`src/design/key_press_classifier_defines.svh`:
```
// ---------------------------------------------------------------------------
// Key press classifier assertion macros
// Shared concurrent assertion forms used by the classifier RTL.
// ---------------------------------------------------------------------------
`ifndef KEY_PRESS_CLASSIFIER_DEFINES_SVH
`define KEY_PRESS_CLASSIFIER_DEFINES_SVH

// Same-cycle implication, disabled during reset.
`define KPC_ASSERT_NOW(label, clk, rst, ante, cons, msg) \
  label: assert property (@(posedge clk) disable iff (rst) (ante) |-> (cons)) \
    else $error(msg);

// Next-cycle implication, disabled during reset.
`define KPC_ASSERT_NEXT(label, clk, rst, ante, cons, msg) \
  label: assert property (@(posedge clk) disable iff (rst) (ante) |=> (cons)) \
    else $error(msg);

`endif

```
`src/design/kpc_pkg.sv`:
```
// ---------------------------------------------------------------------------
// Key press classifier package
// Payload types, register map and status codes shared across the block.
// ---------------------------------------------------------------------------
package kpc_pkg;

  localparam int KEY_W      = 3;
  localparam int CFG_IDX_W  = 2;
  localparam int CFG_DATA_W = 16;
  localparam int LEVELS_W   = 8;
  localparam int TICKS_W    = 16;

  typedef enum logic [0:0] {
    OP_TICK = 1'b0,
    OP_READ = 1'b1
  } opcode_t;

  typedef enum logic [2:0] {
    ST_IDLE      = 3'd0,
    ST_SHORT     = 3'd1,
    ST_LONG      = 3'd2,
    ST_SHORT_CAP = 3'd3,
    ST_LONG_CAP  = 3'd4
  } status_t;

  typedef enum logic [CFG_IDX_W-1:0] {
    REG_ACTIVE_LEVELS = 2'd0,
    REG_SHORT_TICKS   = 2'd1,
    REG_LONG_TICKS    = 2'd2,
    REG_RELEASE_TICKS = 2'd3
  } cfg_reg_t;

  typedef struct packed {
    opcode_t          opcode;
    logic [KEY_W-1:0] key_index;
    logic             pin_level;
  } req_t;

  typedef struct packed {
    status_t status_code;
    logic    event_new;
  } rsp_t;

  typedef struct packed {
    logic [LEVELS_W-1:0] active_levels;
    logic [TICKS_W-1:0]  short_ticks;
    logic [TICKS_W-1:0]  long_ticks;
    logic [TICKS_W-1:0]  release_ticks;
  } cfg_t;

endpackage

```
`src/design/kpc_req_if.sv`:
```
// ---------------------------------------------------------------------------
// Key press classifier request channel
// Valid/ready channel carrying one tick or status read item.
// ---------------------------------------------------------------------------
interface kpc_req_if
  import kpc_pkg::*;
();
  logic valid;
  logic ready;
  req_t payload;

  modport source (output valid, output payload, input ready);
  modport sink (input valid, input payload, output ready);
endinterface

```
`src/design/kpc_rsp_if.sv`:
```
// ---------------------------------------------------------------------------
// Key press classifier response channel
// Valid/ready channel carrying one status result.
// ---------------------------------------------------------------------------
interface kpc_rsp_if
  import kpc_pkg::*;
();
  logic valid;
  logic ready;
  rsp_t payload;

  modport source (output valid, output payload, input ready);
  modport sink (input valid, input payload, output ready);
endinterface

```
`src/design/kpc_cfg_regs.sv`:
```
// ---------------------------------------------------------------------------
// Key press classifier configuration registers
// Write-only register file for pin polarity and tick thresholds.
// ---------------------------------------------------------------------------
module kpc_cfg_regs
  import kpc_pkg::*;
(
  input  logic                  clk,
  input  logic                  rst,
  input  logic                  cfg_we,
  input  logic [CFG_IDX_W-1:0]  cfg_index,
  input  logic [CFG_DATA_W-1:0] cfg_wdata,
  output cfg_t                  cfg
);

  always_ff @(posedge clk) begin
    if (rst) begin
      cfg.active_levels <= '0;
      cfg.short_ticks   <= TICKS_W'(5);
      cfg.long_ticks    <= TICKS_W'(200);
      cfg.release_ticks <= TICKS_W'(3);
    end else if (cfg_we) begin
      unique case (cfg_reg_t'(cfg_index))
        REG_ACTIVE_LEVELS: cfg.active_levels <= cfg_wdata[LEVELS_W-1:0];
        REG_SHORT_TICKS:   cfg.short_ticks   <= cfg_wdata[TICKS_W-1:0];
        REG_LONG_TICKS:    cfg.long_ticks    <= cfg_wdata[TICKS_W-1:0];
        REG_RELEASE_TICKS: cfg.release_ticks <= cfg_wdata[TICKS_W-1:0];
        default: ;
      endcase
    end
  end

endmodule

```
`src/design/kpc_key_table.sv`:
```
// ---------------------------------------------------------------------------
// Key press classifier key table
// Per-key state, flag and counter with the single-item update logic.
// ---------------------------------------------------------------------------
module kpc_key_table
  import kpc_pkg::*;
#(
  parameter int NUM_KEYS    = 8,
  parameter int COUNT_WIDTH = 16
) (
  input  logic clk,
  input  logic rst,
  input  cfg_t cfg,
  input  req_t item,
  input  logic go,
  output rsp_t result
);

  // Only keys reachable by the index field need storage.
  localparam int STORE_KEYS = (NUM_KEYS < (1 << KEY_W)) ? NUM_KEYS : (1 << KEY_W);
  localparam int IDX_W      = (STORE_KEYS > 1) ? $clog2(STORE_KEYS) : 1;
  localparam int CMP_W      = (COUNT_WIDTH > TICKS_W) ? COUNT_WIDTH : TICKS_W;

  status_t                key_state_code [STORE_KEYS];
  logic                   key_event_flag [STORE_KEYS];
  logic [COUNT_WIDTH-1:0] key_counter    [STORE_KEYS];

  logic [IDX_W-1:0]       idx;
  logic                   key_ok;
  logic                   active;
  status_t                code_cur;
  logic                   flag_cur;
  logic [COUNT_WIDTH-1:0] cnt_cur;
  logic [COUNT_WIDTH-1:0] cnt_inc;
  logic [COUNT_WIDTH-1:0] cnt_dec;
  logic [COUNT_WIDTH-1:0] rel;
  status_t                code_next;
  logic                   flag_next;
  logic [COUNT_WIDTH-1:0] cnt_next;

  assign idx      = IDX_W'(item.key_index);
  assign key_ok   = (int'(item.key_index) < NUM_KEYS);
  assign active   = (cfg.active_levels[item.key_index] == item.pin_level);
  assign code_cur = key_state_code[idx];
  assign flag_cur = key_event_flag[idx];
  assign cnt_cur  = key_counter[idx];
  assign cnt_inc  = cnt_cur + COUNT_WIDTH'(1);
  assign cnt_dec  = cnt_cur - COUNT_WIDTH'(1);
  assign rel      = COUNT_WIDTH'(cfg.release_ticks);

  always_comb begin
    code_next = code_cur;
    flag_next = flag_cur;
    cnt_next  = cnt_cur;
    if (item.opcode == OP_READ) begin
      flag_next = 1'b0;
    end else begin
      case (code_cur)
        ST_IDLE: begin
          if (!active) begin
            cnt_next = '0;
          end else if (CMP_W'(cnt_inc) == CMP_W'(cfg.short_ticks)) begin
            code_next = ST_SHORT;
            flag_next = 1'b1;
            cnt_next  = rel;
          end else begin
            cnt_next = cnt_inc;
          end
        end
        ST_SHORT: begin
          if (active) begin
            if (cnt_cur < rel) begin
              cnt_next = rel;
            end else if (CMP_W'(cnt_inc) == CMP_W'(cfg.long_ticks)) begin
              code_next = ST_LONG;
              flag_next = 1'b1;
              cnt_next  = rel;
            end else begin
              cnt_next = cnt_inc;
            end
          end else if (cnt_cur > rel) begin
            cnt_next = rel;
          end else begin
            cnt_next = cnt_dec;
            if (cnt_dec == '0) begin
              code_next = ST_SHORT_CAP;
              flag_next = 1'b1;
            end
          end
        end
        ST_LONG: begin
          if (active) begin
            cnt_next = rel;
          end else begin
            cnt_next = cnt_dec;
            if (cnt_dec == '0) begin
              code_next = ST_LONG_CAP;
              flag_next = 1'b1;
            end
          end
        end
        default: begin
          // captured or unknown: drop back to idle, keep the counter
          code_next = ST_IDLE;
          flag_next = 1'b0;
        end
      endcase
    end
  end

  always_comb begin
    result.status_code = ST_IDLE;
    result.event_new   = 1'b0;
    if (key_ok) begin
      if (item.opcode == OP_READ) begin
        result.status_code = code_cur;
        result.event_new   = flag_cur;
      end else begin
        result.status_code = code_next;
        result.event_new   = flag_next;
      end
    end
  end

  always_ff @(posedge clk) begin
    if (rst) begin
      for (int k = 0; k < STORE_KEYS; k++) begin
        key_state_code[k] <= ST_IDLE;
        key_event_flag[k] <= 1'b0;
        key_counter[k]    <= '0;
      end
    end else if (go && key_ok) begin
      key_state_code[idx] <= code_next;
      key_event_flag[idx] <= flag_next;
      key_counter[idx]    <= cnt_next;
    end
  end

endmodule

```
`src/design/key_press_classifier.sv`:
```
// ---------------------------------------------------------------------------
// Key press classifier
// Short and long press detection with release hold-off for up to eight keys.
// ---------------------------------------------------------------------------
// The block takes one item per clock while the result side is not stalled,
// with no bubbles, also when consecutive items address the same key. Each
// item yields exactly one result. The per-key update runs while the item
// sits in the input register, and the result is captured into the result
// register, from which it transfers out. The per-key state is read and
// written in the same cycle, so a following item always sees the state
// left by the item before it. A tick (opcode 0) advances the key and
// reports its status after the update; a read (opcode 1) reports the
// status as it stood and clears the key's new-event flag. Items for a key
// index at or beyond NUM_KEYS change nothing and report idle with no
// event. Write configuration only while no item is in flight.
// ---------------------------------------------------------------------------
`include "key_press_classifier_defines.svh"

module key_press_classifier
  import kpc_pkg::*;
#(
  parameter int NUM_KEYS    = 8,
  parameter int COUNT_WIDTH = 16
) (
  input  logic                  clk,
  input  logic                  rst,
  input  logic                  cfg_we,
  input  logic [CFG_IDX_W-1:0]  cfg_index,
  input  logic [CFG_DATA_W-1:0] cfg_wdata,
  kpc_req_if.sink               req,
  kpc_rsp_if.source             rsp
);

  cfg_t cfg;
  req_t item;
  logic item_valid;
  rsp_t result;
  rsp_t out_data;
  logic out_valid;
  logic out_advance;
  logic go;

  // The result register moves when empty or when the sink takes it.
  assign out_advance = !out_valid || rsp.ready;
  // The held item is processed when the result register can take its result.
  assign go          = item_valid && out_advance;
  assign req.ready   = !item_valid || out_advance;

  kpc_cfg_regs u_cfg (
    .clk       (clk),
    .rst       (rst),
    .cfg_we    (cfg_we),
    .cfg_index (cfg_index),
    .cfg_wdata (cfg_wdata),
    .cfg       (cfg)
  );

  kpc_key_table #(
    .NUM_KEYS    (NUM_KEYS),
    .COUNT_WIDTH (COUNT_WIDTH)
  ) u_table (
    .clk    (clk),
    .rst    (rst),
    .cfg    (cfg),
    .item   (item),
    .go     (go),
    .result (result)
  );

  // Input register: load on each transfer, hold while the result side stalls.
  always_ff @(posedge clk) begin
    if (rst) begin
      item_valid <= 1'b0;
    end else if (req.ready) begin
      item_valid <= req.valid;
    end
  end

  always_ff @(posedge clk) begin
    if (req.valid && req.ready) begin
      item <= req.payload;
    end
  end

  // Result register.
  always_ff @(posedge clk) begin
    if (rst) begin
      out_valid <= 1'b0;
    end else if (out_advance) begin
      out_valid <= item_valid;
    end
  end

  always_ff @(posedge clk) begin
    if (go) begin
      out_data <= result;
    end
  end

  assign rsp.valid   = out_valid;
  assign rsp.payload = out_data;

  `KPC_ASSERT_NEXT(a_req_loads, clk, rst, req.valid && req.ready, item_valid,
    "transferred item missing from input register")
  `KPC_ASSERT_NEXT(a_item_holds, clk, rst, item_valid && !out_advance, item_valid,
    "stalled item dropped from input register")
  `KPC_ASSERT_NEXT(a_go_result, clk, rst, go, out_valid,
    "processed item produced no result")
  `KPC_ASSERT_NOW(a_event_not_idle, clk, rst, out_valid && out_data.event_new,
    out_data.status_code != ST_IDLE, "new-event flag reported with idle status")

endmodule

```
`src/flat_wrapper.sv`:
```
// flat-port wrapper written by rule: the top's interface ports become plain ports
module key_press_classifier_flat import kpc_pkg::*;
#(
  parameter int NUM_KEYS    = 8,
  parameter int COUNT_WIDTH = 16
)
  (clk, rst, cfg_we, cfg_index, cfg_wdata, req_valid, req_payload, req_ready, rsp_valid, rsp_payload, rsp_ready);
  kpc_req_if req_i ();
  kpc_rsp_if rsp_i ();
  input  logic clk;
  input  logic rst;
  input  logic cfg_we;
  input  logic [CFG_IDX_W-1:0] cfg_index;
  input  logic [CFG_DATA_W-1:0] cfg_wdata;
  input wire logic [$bits(req_i.valid)-1:0] req_valid;
  input wire logic [$bits(req_i.payload)-1:0] req_payload;
  output wire logic [$bits(req_i.ready)-1:0] req_ready;
  output wire logic [$bits(rsp_i.valid)-1:0] rsp_valid;
  output wire logic [$bits(rsp_i.payload)-1:0] rsp_payload;
  input wire logic [$bits(rsp_i.ready)-1:0] rsp_ready;
  assign req_i.valid = req_valid;
  assign req_i.payload = req_payload;
  assign req_ready = req_i.ready;
  assign rsp_valid = rsp_i.valid;
  assign rsp_payload = rsp_i.payload;
  assign rsp_i.ready = rsp_ready;
  key_press_classifier #(.NUM_KEYS(NUM_KEYS), .COUNT_WIDTH(COUNT_WIDTH)) u_core (.clk(clk), .rst(rst), .cfg_we(cfg_we), .cfg_index(cfg_index), .cfg_wdata(cfg_wdata), .req(req_i), .rsp(rsp_i));
endmodule
```
`config.mk`:
```
export PLATFORM = sky130hd
export DESIGN_NAME = key_press_classifier_flat
export DESIGN_NICKNAME = d
export VERILOG_FILES = /design/src/design/kpc_pkg.sv /design/src/design/kpc_req_if.sv /design/src/design/kpc_rsp_if.sv /design/src/design/kpc_cfg_regs.sv /design/src/design/kpc_key_table.sv /design/src/design/key_press_classifier.sv /design/src/flat_wrapper.sv
export VERILOG_INCLUDE_DIRS = /design/src /design/src/design
export SDC_FILE = /design/constraint.sdc
export NUM_CORES = 1
export LEC_CHECK = 0
export BUFFER_PORTS_ARGS = -buffer_cell sky130_fd_sc_hd__buf_2
export CAP_MARGIN = 15
export CORE_MARGIN = 2
export CORE_UTILIZATION = 50
export DETAILED_ROUTE_END_ITERATION = 16
export GPL_ROUTABILITY_DRIVEN = 0
export PLACE_DENSITY = 0.75
export SYNTH_ARGS = -nofsm -noshare
export SYNTH_HDL_FRONTEND = slang
export SYNTH_SLANG_ARGS = --single-unit
export TNS_END_PERCENT = 5
```
`constraint.sdc`:
```
create_clock -name clk -period 5 [get_ports clk]
set_clock_uncertainty 0.05 [all_clocks]
set_input_delay 1 -clock clk [delete_from_list [all_inputs] [get_ports clk]]
set_output_delay 1 -clock clk [all_outputs]
set_load 0.01 [all_outputs]
```
==> metrics, run 1 <==
status completed; switching part of the total power 33.0%; Hold Vio Cnt, Final 0; FILL cells 2,341; startpoint types register; reg2reg end u_core.u_table.key_counter[5][2]; DR vias 12.4k; Seq/Total Area, Yosys roughly 44%; initial core utilization between 50% and 60%; synthesized area 14,200 sq um; # DRC 0; Synth Flop Type edfxtp_1; Reg2Reg Setup Slack around 0.096 ns; library cells used by synthesis 104; peak supply drop 0.279 mV; # hold bufs at CTS 0; FMAX 0.204 GHz; WS Path Type reg2reg; #FFs+latches synth 230; Post-synth EDFFs 169; Placed Cells 1,817; synthesized instance count ~1.4k; fin. max-slew vios 0; CP Cell Sequence buf_8 -> mux4_2 -> mux2i_4 -> inv_2 -> buf_4 -> o2111a_1 -> nand4_1 -> nand3_1 -> nand4_1 -> nor4_4 -> buf_4 -> o2111ai_2 -> a311oi_4 -> a21oi_1; CTS tree built; initial DRC count ~1.7k; pwr dens 342 nW/um^2; Logic pwr share 28.1%; min Tclk post-route between 4 and 5 ns; critical path's slowest cell nor4_4; Worst EP required 5.19 ns; first-pass GRT wire length 69,000 um; Congestion Overflow GR 0; Critical Path AT 5.10 ns; fin cells 1,867; Clk pwr share 32.2%; pre-CTS setup slack -0.0131 ns; NetSw 1.81 mW; Slew HR 33.1%; I/O pin total 34; Post-Syn Area per Cell 10.2 sq um; total CTS buffers 25; Core Area roughly 28,000 sq um; Reg2Reg Depth 14; Maximum Capacitance Violations 0; Clock H-tree levels 1; setup ws final 0.0955 ns; Pint 3.68 mW; Least-Margin Pin Slew 1.00 ns; Post-Route WL 45,000 um; synthesis-to-finish area growth 12.9%; total power 5.49 mW; clock root cell clkbuf_16; largest net degree at the start of global routing 60; Die Y 173 um; unrepaired setup endpoints after global routing yes; Clk Latency, worst-skew pair 0.53 ns; drt pass-1 iters 9; Port Buffers 33; Reg power frac between 30% and 40%; leakage 5.57 nW; initial antenna violation count 0; Sink Count 230; post-DP HPWL 32,100 um; vias in the first global route 12.1k; syn nets 1,446; Yosys warnings 0; clock buffer depth 3; Die Footprint 29,800 sq um; Critical Path End Type register; final setup vio count 0; Overall Global Routing Usage 29.4%; hold slack 0.411 ns; Setup crit end u_core.u_table.key_counter[5][2]; min-delay worst type reg2reg; Antenna Nets Post-Route 0; Fin Setup TNS 0 ns; fraction of layout cells with a size suffix above 1 21.1%; die width 173 um; clk slew on worst S/H paths ~0.06 ns; CP max stage delay 0.57 ns; number of cell rows 61; fin crit share between 90 and 100%; Post-synth ARST share 0%; Crit Path Max Fanout 11; Vias/cell 6.65; most frequent cells in the layout 205 x nand2_1, 178 x a21oi_1, 169 x edfxtp_1; wire length per cell 24.1 um; Final #Nets 1,516; most common cell after layout, fill and taps aside nand2_1
-- cell usage after synthesis (20+ instances only) --
master	number	share of area (%)
a21oi_1	179	6.3
a31oi_1	22	0.97
nor2_1	119	3.1
nand2b_1	20	0.88
nand2_1	205	5.4
edfxtp_1	169	36
inv_1	31	0.82
o21ai_0	25	0.88
nor3_1	32	1.1
dfxtp_1	61	8.6
clkbuf_1	58	1.5
mux4_2	37	5.9
nand3_1	25	0.88
xnor2_1	30	1.8
mux2i_1	28	2.0
-- worst min path at each step --
stage / slack, ns / start / to / cells past startpoint
after floorplan: 0.39 / u_core.u_cfg.cfg[12] / u_core.u_cfg.cfg[12] / 2
after global placement: 0.39 / u_core.u_cfg.cfg[9] / u_core.u_cfg.cfg[9] / 2
after detailed placement: 0.40 / u_core.u_cfg.cfg[9] / u_core.u_cfg.cfg[9] / 2
after CTS: 0.41 / u_core.u_cfg.cfg[9] / u_core.u_cfg.cfg[9] / 2
after global routing: 0.44 / u_core.u_cfg.cfg[12] / u_core.u_cfg.cfg[12] / 2
final: 0.41 / u_core.u_cfg.cfg[12] / u_core.u_cfg.cfg[12] / 2
-- power by group through the flow --
stage / sequential (mW) / combinational [mW] / clock [mW]
floorplan: 2.19 / 1.01 / 0
global placement: 2.22 / 1.43 / 0
detailed placement: 2.22 / 1.45 / 0
CTS: 2.18 / 1.46 / 1.78
global route: 2.19 / 1.63 / 1.85
finish: 2.18 / 1.54 / 1.77
-- worst max-delay path: cells and delay by family (launching register included) --
family	cells	cell delay, ns
buffers and inverters	4	0.86
AND/OR/NAND/NOR	4	1.47
AO/OA/AOI/OAI	4	1.31
multiplexers	2	0.35
flip-flops	1	0.53
-- cell type report --
| cell class | instances | area (sq um) | share of cell area (%) |
|---|---|---|---|
| antenna | 1 | 2.50 | 0.0156 |
| inverter | 44 | 165 | 1.03 |
| timing repair buffer | 127 | 895 | 5.57 |
| multi-input combinational | 1041 | 7430 | 46.3 |
| tap | 378 | 473 | 2.95 |
| sequential | 230 | 6300 | 39.3 |
| clock buffer | 39 | 738 | 4.60 |
| clock inverter | 7 | 50.0 | 0.312 |
-- flip-flops by register name, indices dropped and copies added (netlist names), named ones only --
name	flops
u_core.u_table.key_state_code	24
u_core.u_cfg.cfg	56
u_core.u_table.key_event_flag	8
u_core.rsp.valid	1
u_core.rsp.payload	4
u_core.u_table.key_counter	128
u_core.item	5
u_core.item_valid	1
-- cells by family after synthesis --
kind of cell / after synthesis / synth area share [%]
compound gates: 386 / 18.7
xor+xnor: 40 / 3.23
fa+ha+maj: 19 / 1.67
buf+inv: 128 / 4.15
flops: 230 / 44.3
mux: 92 / 10.9
simple gates: 504 / 17.1
-- metrics by stage --
stage | cell area (sq um) | util, %
4_1_cts | 16000 | 57.1
6_report | 16100 | 57.5
3_5_place_dp | 15200 | 54.3
5_1_grt | 16100 | 57.5
3_3_place_gp | 15200 | 54.3
2_1_floorplan | 14200 | -
-- timing repair --
item | CTS | global route
buffers inserted | 1 | 1
resized for setup | 0 | 13
endpoints found under the setup margin | 12 | 97
cloned | 0 | 0
pin swaps | 0 | 4
-- routing by layer --
metal	track usage, %	vias up	routed length [um]
met1	38.2	5937	17000
met5	0	-	0
met4	15.5	0	2610
met3	6.42	186	5040
li1	-	5435	-
met2	46.3	864	20400
No activity file was read; power rests on OpenSTA's default activity.
==> run 2, diff against run 1 <==
--- a/config.mk
+++ b/config.mk
@@ -8,11 +8,13 @@
 export LEC_CHECK = 0
 export BUFFER_PORTS_ARGS = -buffer_cell sky130_fd_sc_hd__buf_2
 export CAP_MARGIN = 15
+export CELL_PAD_IN_SITES_DETAIL_PLACEMENT = 1
+export CELL_PAD_IN_SITES_GLOBAL_PLACEMENT = 1
 export CORE_MARGIN = 2
-export CORE_UTILIZATION = 50
+export CORE_UTILIZATION = 46
 export DETAILED_ROUTE_END_ITERATION = 16
 export GPL_ROUTABILITY_DRIVEN = 0
-export PLACE_DENSITY = 0.75
+export PLACE_DENSITY = 0.83
 export SYNTH_ARGS = -nofsm -noshare
 export SYNTH_HDL_FRONTEND = slang
 export SYNTH_SLANG_ARGS = --single-unit
==> run 2 against run 1 <==
Effect of this change:
- die area increased by 8.5%
- cell area increased by 0.27%
- wire length increased by 16%
- hold slack improved by 0.011 ns
- cell count increased by 0.86%
- worst setup slack improved by 0.019 ns
- sequential power about the same
- critical path type unchanged
- largest power group unchanged
- highest routed layer is now met5
==> metrics, run 2 (synthesized netlist as in run 1, its figures left out) <==
status completed; design area 16,100 sq um (+0.27%); number of cell rows 64 (+4.9%); wire length per cell 27.6 um (+15%); Congestion Overflow GR 0 (unchanged); min-delay worst type reg2reg; Sink Count 230 (unchanged); # DRC 0 (unchanged); peak supply drop 0.342 mV (+23%); DR vias 12.6k (+1.4%); die width 180 um (+4.2%); max reg flops 128 (unchanged); Placement Cell Area 15,200 sq um (+0.45%); Reg2Reg Setup Slack 0.12 ns (+0.02 ns); post-DP HPWL 37,300 um (+16%); biggest regs u_core.u_table.key_counter: 128 flops, u_core.u_cfg.cfg: 56 flops, u_core.u_table.key_state_code: 24 flops; Overall Global Routing Usage 31.6% (+2.2 points); # diodes 0 (-1); Critical Path AT 5.10 ns (about the same); reg2reg end u_core.u_table.key_counter[4][8]; Vias/cell 6.69 (+0.49%); WS Path Type reg2reg; Least-Margin Pin Slew 1.07 ns (+0.0739 ns); min Tclk post-route 4.88 ns (-0.0195 ns); drt pass-1 iters 5 (-4); startpoint types register; clock buffer depth 3 (unchanged); Post-CTS Repair Setup Buffers 0 (-1); Critical Path End Type register; Reg2Reg Depth 12 (-2); fin. max-slew vios 0 (unchanged); CTS tree built; Antenna Nets Post-Route 0 (unchanged); initial core utilization 46.6% (-4.3 points); Hold Vio Cnt, Final 0 (unchanged); Clk Latency, worst-skew pair 0.56 ns (+0.03 ns); Die Y 180 um (+4.2%); Worst EP required 5.21 ns (+0.02 ns); Slew HR 28.1% (-4.9 points); Maximum Capacitance Violations 0 (unchanged); synthesis-to-finish area growth 13.2%; origin of the worst min-delay path u_core.u_cfg.cfg[12]; final setup vio count 0 (unchanged); Post-CTS Resized 0 (unchanged); most common cell after layout, fill and taps aside nand2_1; vias in the first global route 13.2k (+9.3%); largest net degree at the start of global routing 60 (unchanged); I/O pin total 34 (unchanged); pwr dens 352 nW/um^2 (+2.9%); Final #Nets 1,516 (unchanged); hold path cells 2 (unchanged); initial DRC count 1,218 (-29%); # hold bufs at CTS 0 (unchanged); Fin Setup TNS 0 ns (unchanged); clock root cell clkbuf_16; Die Footprint 32,300 sq um (+8.5%); unrepaired setup endpoints after global routing yes; Core Area 30,500 sq um (+9.2%); first-pass GRT wire length 79,800 um (+16%); most frequent cells in the layout 205 x nand2_1, 178 x a21oi_1, 169 x edfxtp_1; Port Buffers 33 (unchanged); total CTS buffers 26 (+4.0%); FMAX 0.205 GHz (+0.40%); Clock H-tree levels 1 (unchanged); WHS Endpoint u_core.u_cfg.cfg[12]; Post-Route WL 52,000 um (+16%); initial antenna violation count 0 (unchanged); fin crit share 97.7% (-0.39 points); Reg with most FFs u_core.u_table.key_counter; leakage 5.57 nW (about the same); Crit Path Max Fanout 17 (+6); fraction of layout cells with a size suffix above 1 20.8% (-0.25 points); clk slew on worst S/H paths 0.06 ns (about the same)
[run 2: cell count changes in the layout (fill, tap and decap cells not counted), moves of 2 or more]
cell | previous run | this run
clkbuf_16 | 25 | 27
mux2i_1 | 28 | 26
clkbuf_8 | 6 | 3
xnor2_2 | 3 | 1
mux2i_2 | 1 | 3
clkinv_4 | 2 | 0
xnor2_1 | 28 | 30
buf_12 | 1 | 4
buf_4 | 91 | 87
[run 2: worst max-delay path by stage]
stage,start,endpoint,slack (ns),depth (start not counted)
2_1_floorplan,register,u_core.u_table.key_counter[0][0],0.20,16
3_3_place_gp,register,u_core.u_table.key_counter[6][4],0.28,15
3_5_place_dp,register,u_core.u_table.key_counter[0][4],0.04,15
4_1_cts,register,u_core.u_table.key_counter[0][4],0.04,15
5_1_grt,register,u_core.u_table.key_counter[5][8],-0.17,14
6_report,register,u_core.u_table.key_counter[4][8],0.12,12
[run 2: metrics by stage]
step | utilization, % | setup slack [ns] | total power [mW] | hold WS (ns) | std cells
3_5_place_dp | 49.9 | 0.0433 | 3.74 | 0.400 | 1836
5_1_grt | 52.8 | -0.175 | 5.84 | 0.442 | 1883
4_1_cts | 52.6 | 0.0358 | 5.62 | 0.420 | 1882
2_1_floorplan | - | 0.201 | 3.20 | 0.386 | 1399
3_3_place_gp | 49.9 | 0.282 | 3.68 | 0.395 | 1836
6_report | 52.8 | 0.115 | 5.67 | 0.422 | 1883
[run 2: final cells by class]
type / instances / area (sq um)
clock buffers: 37 / 743
clock inverters: 9 / 86.3
fillers: 3350 / 14400
inverters: 44 / 165
multi-input cells: 1041 / 7390
flip-flops and latches: 230 / 6300
well taps: 396 / 495
repair buffers: 126 / 921
[run 2: power by group]
part           total [mW]  internal (mW)  switching (mW)
combinational        1.59          0.536            1.06
sequential           2.18           2.12          0.0581
clock                1.89           1.08           0.808
[run 2: worst max-delay path, stage by stage, from the launching register on]
cell       delay [ns]
dfxtp_2          0.53
mux4_2           0.34
mux2i_4          0.09
buf_4            0.20
nor4_4           0.72
xnor2_4          0.23
o2bb2ai_1        0.19
or4b_4           0.60
nor4_4           0.35
buf_12           0.21
a211oi_1         0.10
a311oi_2         0.79
a21oi_1          0.18
[run 2: per-layer routing]
| layer | vias to the layer above | part of all wire [%] | GRT usage [%] |
|---|---|---|---|
| li1 | 5443 | - | - |
| met1 | 6242 | 39 | 40.5 |
| met2 | 701 | 47 | 52.8 |
| met3 | 202 | 7.7 | 4.23 |
| met4 | 2 | 5.4 | 15.0 |
| met5 | - | 0.16 | 1.93 |
==> run 3, diff against run 2 <==
--- a/config.mk
+++ b/config.mk
@@ -6,12 +6,13 @@
 export SDC_FILE = /design/constraint.sdc
 export NUM_CORES = 1
 export LEC_CHECK = 0
+export ABC_AREA = 1
 export BUFFER_PORTS_ARGS = -buffer_cell sky130_fd_sc_hd__buf_2
 export CAP_MARGIN = 15
 export CELL_PAD_IN_SITES_DETAIL_PLACEMENT = 1
 export CELL_PAD_IN_SITES_GLOBAL_PLACEMENT = 1
 export CORE_MARGIN = 2
-export CORE_UTILIZATION = 46
+export CORE_UTILIZATION = 43
 export DETAILED_ROUTE_END_ITERATION = 16
 export GPL_ROUTABILITY_DRIVEN = 0
 export PLACE_DENSITY = 0.83
==> run 3 against run 2 <==
Effect of this change:
- via count increased by 7.7%
- first-iteration DRC count decreased by 15%
- cell area decreased by 2.6%
- combinational power decreased by 4%
- non-clock buffer count decreased by 52
- register-to-register slack improved by 0.09 ns
==> metrics, run 3 <==
Die Footprint 34,500 sq um (+6.7%); Post-synth EDFFs 169 (unchanged); min-delay worst type reg2reg; die width 186 um (+3.3%); Clk pwr share 33.9% (+0.5 points); post-synthesis cell type with the largest combined area edfxtp_1; synthesized instance count 1,904 (+36%); Post-CTS Repair Setup Buffers 0 (unchanged); Antenna Nets Post-Route 0 (unchanged); initial DRC count 1,037 (-15%); WS Path Type reg2reg; CP max stage delay 0.56 ns (-0.23 ns); # diodes 0 (unchanged); # DRC 0 (unchanged); Post-Route WL 51,200 um (-1.4%); synth cell count leaders 493 x nand2_1, 232 x nor2_1, 188 x inv_1, 188 x nand3_1, 169 x edfxtp_1; Buf+Inv Stages, Crit Path 2 (unchanged); I/O pin total 34 (unchanged); Crit Path Max Fanout 42 (+25); drt pass-1 iters 5 (unchanged); design area 15,700 sq um (-2.6%); Logic pwr share 27.2% (-0.9 points); library cells used by synthesis 42 (-60%); FMAX 0.209 GHz (+1.9%); Clk Latency, worst-skew pair 0.57 ns (about the same); most common cell after layout, fill and taps aside nand2_1; clock buffer depth 3 (unchanged); biggest regs u_core.u_table.key_counter: 128 flops, u_core.u_cfg.cfg: 56 flops, u_core.u_table.key_state_code: 24 flops; wire length per cell 21.5 um (-22%); Placed Cells 2,336 (+27%); Least-Margin Pin Slew 1.18 ns (+0.103 ns); clock root cell clkbuf_16; Port Buffers 33 (unchanged); CP top delay family simple AND/OR/NAND/NOR gates; largest net degree at the start of global routing 84 (+40%); post-DP HPWL 35,500 um (-4.9%); Synth Flop Type edfxtp_1; Setup crit end u_core.u_table.key_counter[0][2]; synth top area cells edfxtp_1 36%, nand2_1 13%, dfxtp_1 8.6%, nand3_1 6.6%, nor2_1 6.1%; synthesis-to-finish area growth 10.3%; NetSw 2.00 mW (+4.0%); Slew HR 21.5% (-6.7 points); unrepaired setup endpoints after global routing no; Seq/Total Area, Yosys 44.3% (+0.047 points); Post-synth ARST share 0% (unchanged); max reg flops 128 (unchanged); Hold Vio Cnt, Final 0 (unchanged); fin. max-slew vios 0 (unchanged); clk slew on worst S/H paths 0.06 ns (about the same); pwr dens 358 nW/um^2 (+1.6%); Pint 3.61 mW (-3.7%); Synth top area share 35.7% (+0.038 points); peak supply drop 0.270 mV (-21%); Final Util 48.2% (-4.6 points); Post-Syn Area per Cell 7.46 sq um (-27%); #FFs+latches synth 230 (unchanged); number of cell rows 66 (+3.1%); switching part of the total power 35.7% (+1.7 points); Yosys warnings 0 (unchanged); first-pass GRT wire length 77,700 um (-2.6%); syn nets 1,951 (+35%); Reg2Reg Depth 24 (+12); cell mode on critical path nand2_1; Critical Path AT 5.02 ns (-0.08 ns); Congestion Overflow GR 0 (unchanged); total CTS buffers 26 (unchanged); CP Cell Sequence inv_2 -> buf_12 -> o21ai_1 -> nand2_1 -> nand2_1 -> nand2_4 -> ha_1 -> nand3_1 -> nor2_4 -> nand2_1 -> nand2_2 -> nand2_1 -> nand2_1 -> nand3_1 -> nor2_1 -> nand3_2 -> nor2_4 -> nand2_1 -> nand2_1 -> nor2_1 -> nor2_1 -> nand2_2 -> nand2_4 -> nor2_2; Reg2Reg Setup Slack 0.21 ns (+0.09 ns); startpoint types register; most common cell in the netlist nand2_1; fin crit share 95.9% (-1.8 points); Clock H-tree levels 1 (unchanged); total power 5.61 mW (-1.1%); synthesized area 14,200 sq um (-0.11%); Core Area 32,500 sq um (+6.6%); Maximum Capacitance Violations 0 (unchanged); FILL cells 4,130 (+23%); status completed; initial antenna violation count 1 (+1); fin cells 2,385 (+27%); min Tclk post-route 4.79 ns (-0.0902 ns); reg2reg end u_core.u_table.key_counter[0][2]; fraction of layout cells with a size suffix above 1 15.1% (-5.8 points); Post-CTS Resized 0 (unchanged); most frequent cells in the layout 492 x nand2_1, 232 x nor2_1, 188 x inv_1, 188 x nand3_1, 169 x edfxtp_1; leakage 6.63 nW (+19%); Placement Cell Area 14,800 sq um (-2.7%); # hold bufs at CTS 0 (unchanged); Final #Nets 1,970 (+30%); vias in the first global route 13.9k (+5.5%); critical path depth 24 (+12); hold slack 0.428 ns (+0.00589 ns); Die Y 186 um (+3.3%); pre-CTS setup slack 0.348 ns (+0.304 ns); Reg with most FFs u_core.u_table.key_counter; Sink Count 230 (unchanged); Overall Global Routing Usage 29.7% (-1.9 points); critical path's slowest cell nor2_4; DR vias 13.6k (+7.7%); hold path cells 2 (unchanged); Critical Path End Type register; Fin Setup TNS 0 ns (unchanged); Vias/cell 5.69 (-15%); initial core utilization 43.7% (-3.0 points); Worst EP required 5.23 ns (+0.02 ns); Reg power frac 38.8% (+0.3 points); final setup vio count 0 (unchanged); CTS tree built; setup ws final 0.205 ns (+0.0902 ns)
-- run 3: changes by cell type in the layout (fill, tap and decap cells not counted), moves of 90 or more --
| cell | before | now |
|---|---|---|
| a21oi_1 | 178 | 88 |
| inv_1 | 31 | 188 |
| nand2_1 | 205 | 492 |
| nand3_1 | 25 | 188 |
| nor2_1 | 118 | 232 |
| nor2_2 | 3 | 106 |
-- run 3: routing by layer --
| layer | routed length (um) | vias up | track usage, % |
|---|---|---|---|
| met5 | 12 | - | 0 |
| met4 | 2140 | 2 | 12.8 |
| met3 | 3910 | 125 | 4.23 |
| met2 | 24100 | 515 | 49.5 |
| met1 | 21000 | 6688 | 38.5 |
| li1 | - | 6234 | - |
-- run 3: cell families (layout without fill, tap and decap cells) --
logic type / after synthesis / in the layout / synth area share (%)
AO/OA/AOI/OAI: 237 / 237 / 8.74
XOR/XNOR: 13 / 13 / 0.801
adder cells (fa/ha/maj): 19 / 19 / 1.67
buffers and inverters: 283 / 322 / 8.43
flip-flops: 230 / 230 / 44.3
AND/OR/NAND/NOR: 1122 / 1122 / 36.0
-- run 3: worst min-delay path by stage --
| stage | endpoint | from | slack [ns] |
|---|---|---|---|
| after floorplan | u_core.u_cfg.cfg[31] | u_core.u_cfg.cfg[31] | 0.39 |
| after global placement | u_core.u_cfg.cfg[26] | u_core.u_cfg.cfg[26] | 0.41 |
| after detailed placement | u_core.u_cfg.cfg[38] | u_core.u_cfg.cfg[38] | 0.42 |
| after CTS | u_core.u_cfg.cfg[31] | u_core.u_cfg.cfg[31] | 0.43 |
| after global routing | u_core.u_cfg.cfg[38] | u_core.u_cfg.cfg[38] | 0.45 |
| final | u_core.u_cfg.cfg[38] | u_core.u_cfg.cfg[38] | 0.43 |
-- run 3: power groups by stage --
stage               Clock [mW]  Combinational (mW)  Sequential [mW]
finish                    1.90                1.53             2.18
global route              2.00                1.65             2.18
CTS                       1.92                1.49             2.17
detailed placement           0                1.48             2.21
global placement             0                1.43             2.21
floorplan                    0                1.03             2.20
-- run 3: cell type report --
class,instances,area (sq um),area share (%)
Multi-Input combinational cell,1391,6720,42.8
Sequential cell,230,6300,40.2
Inverter,200,753,4.80
Clock buffer,40,744,4.75
Tap cell,442,553,3.53
Timing Repair Buffer,74,523,3.34
Clock inverter,8,90.1,0.575
-- run 3: worst reg2reg max path, delay by kind of cell (launching register included) --
family	cells	cell delay, ns
fa+ha+maj	1	0.30
simple gates	20	3.07
buf+inv	2	0.53
compound gates	1	0.18
flops	1	0.39
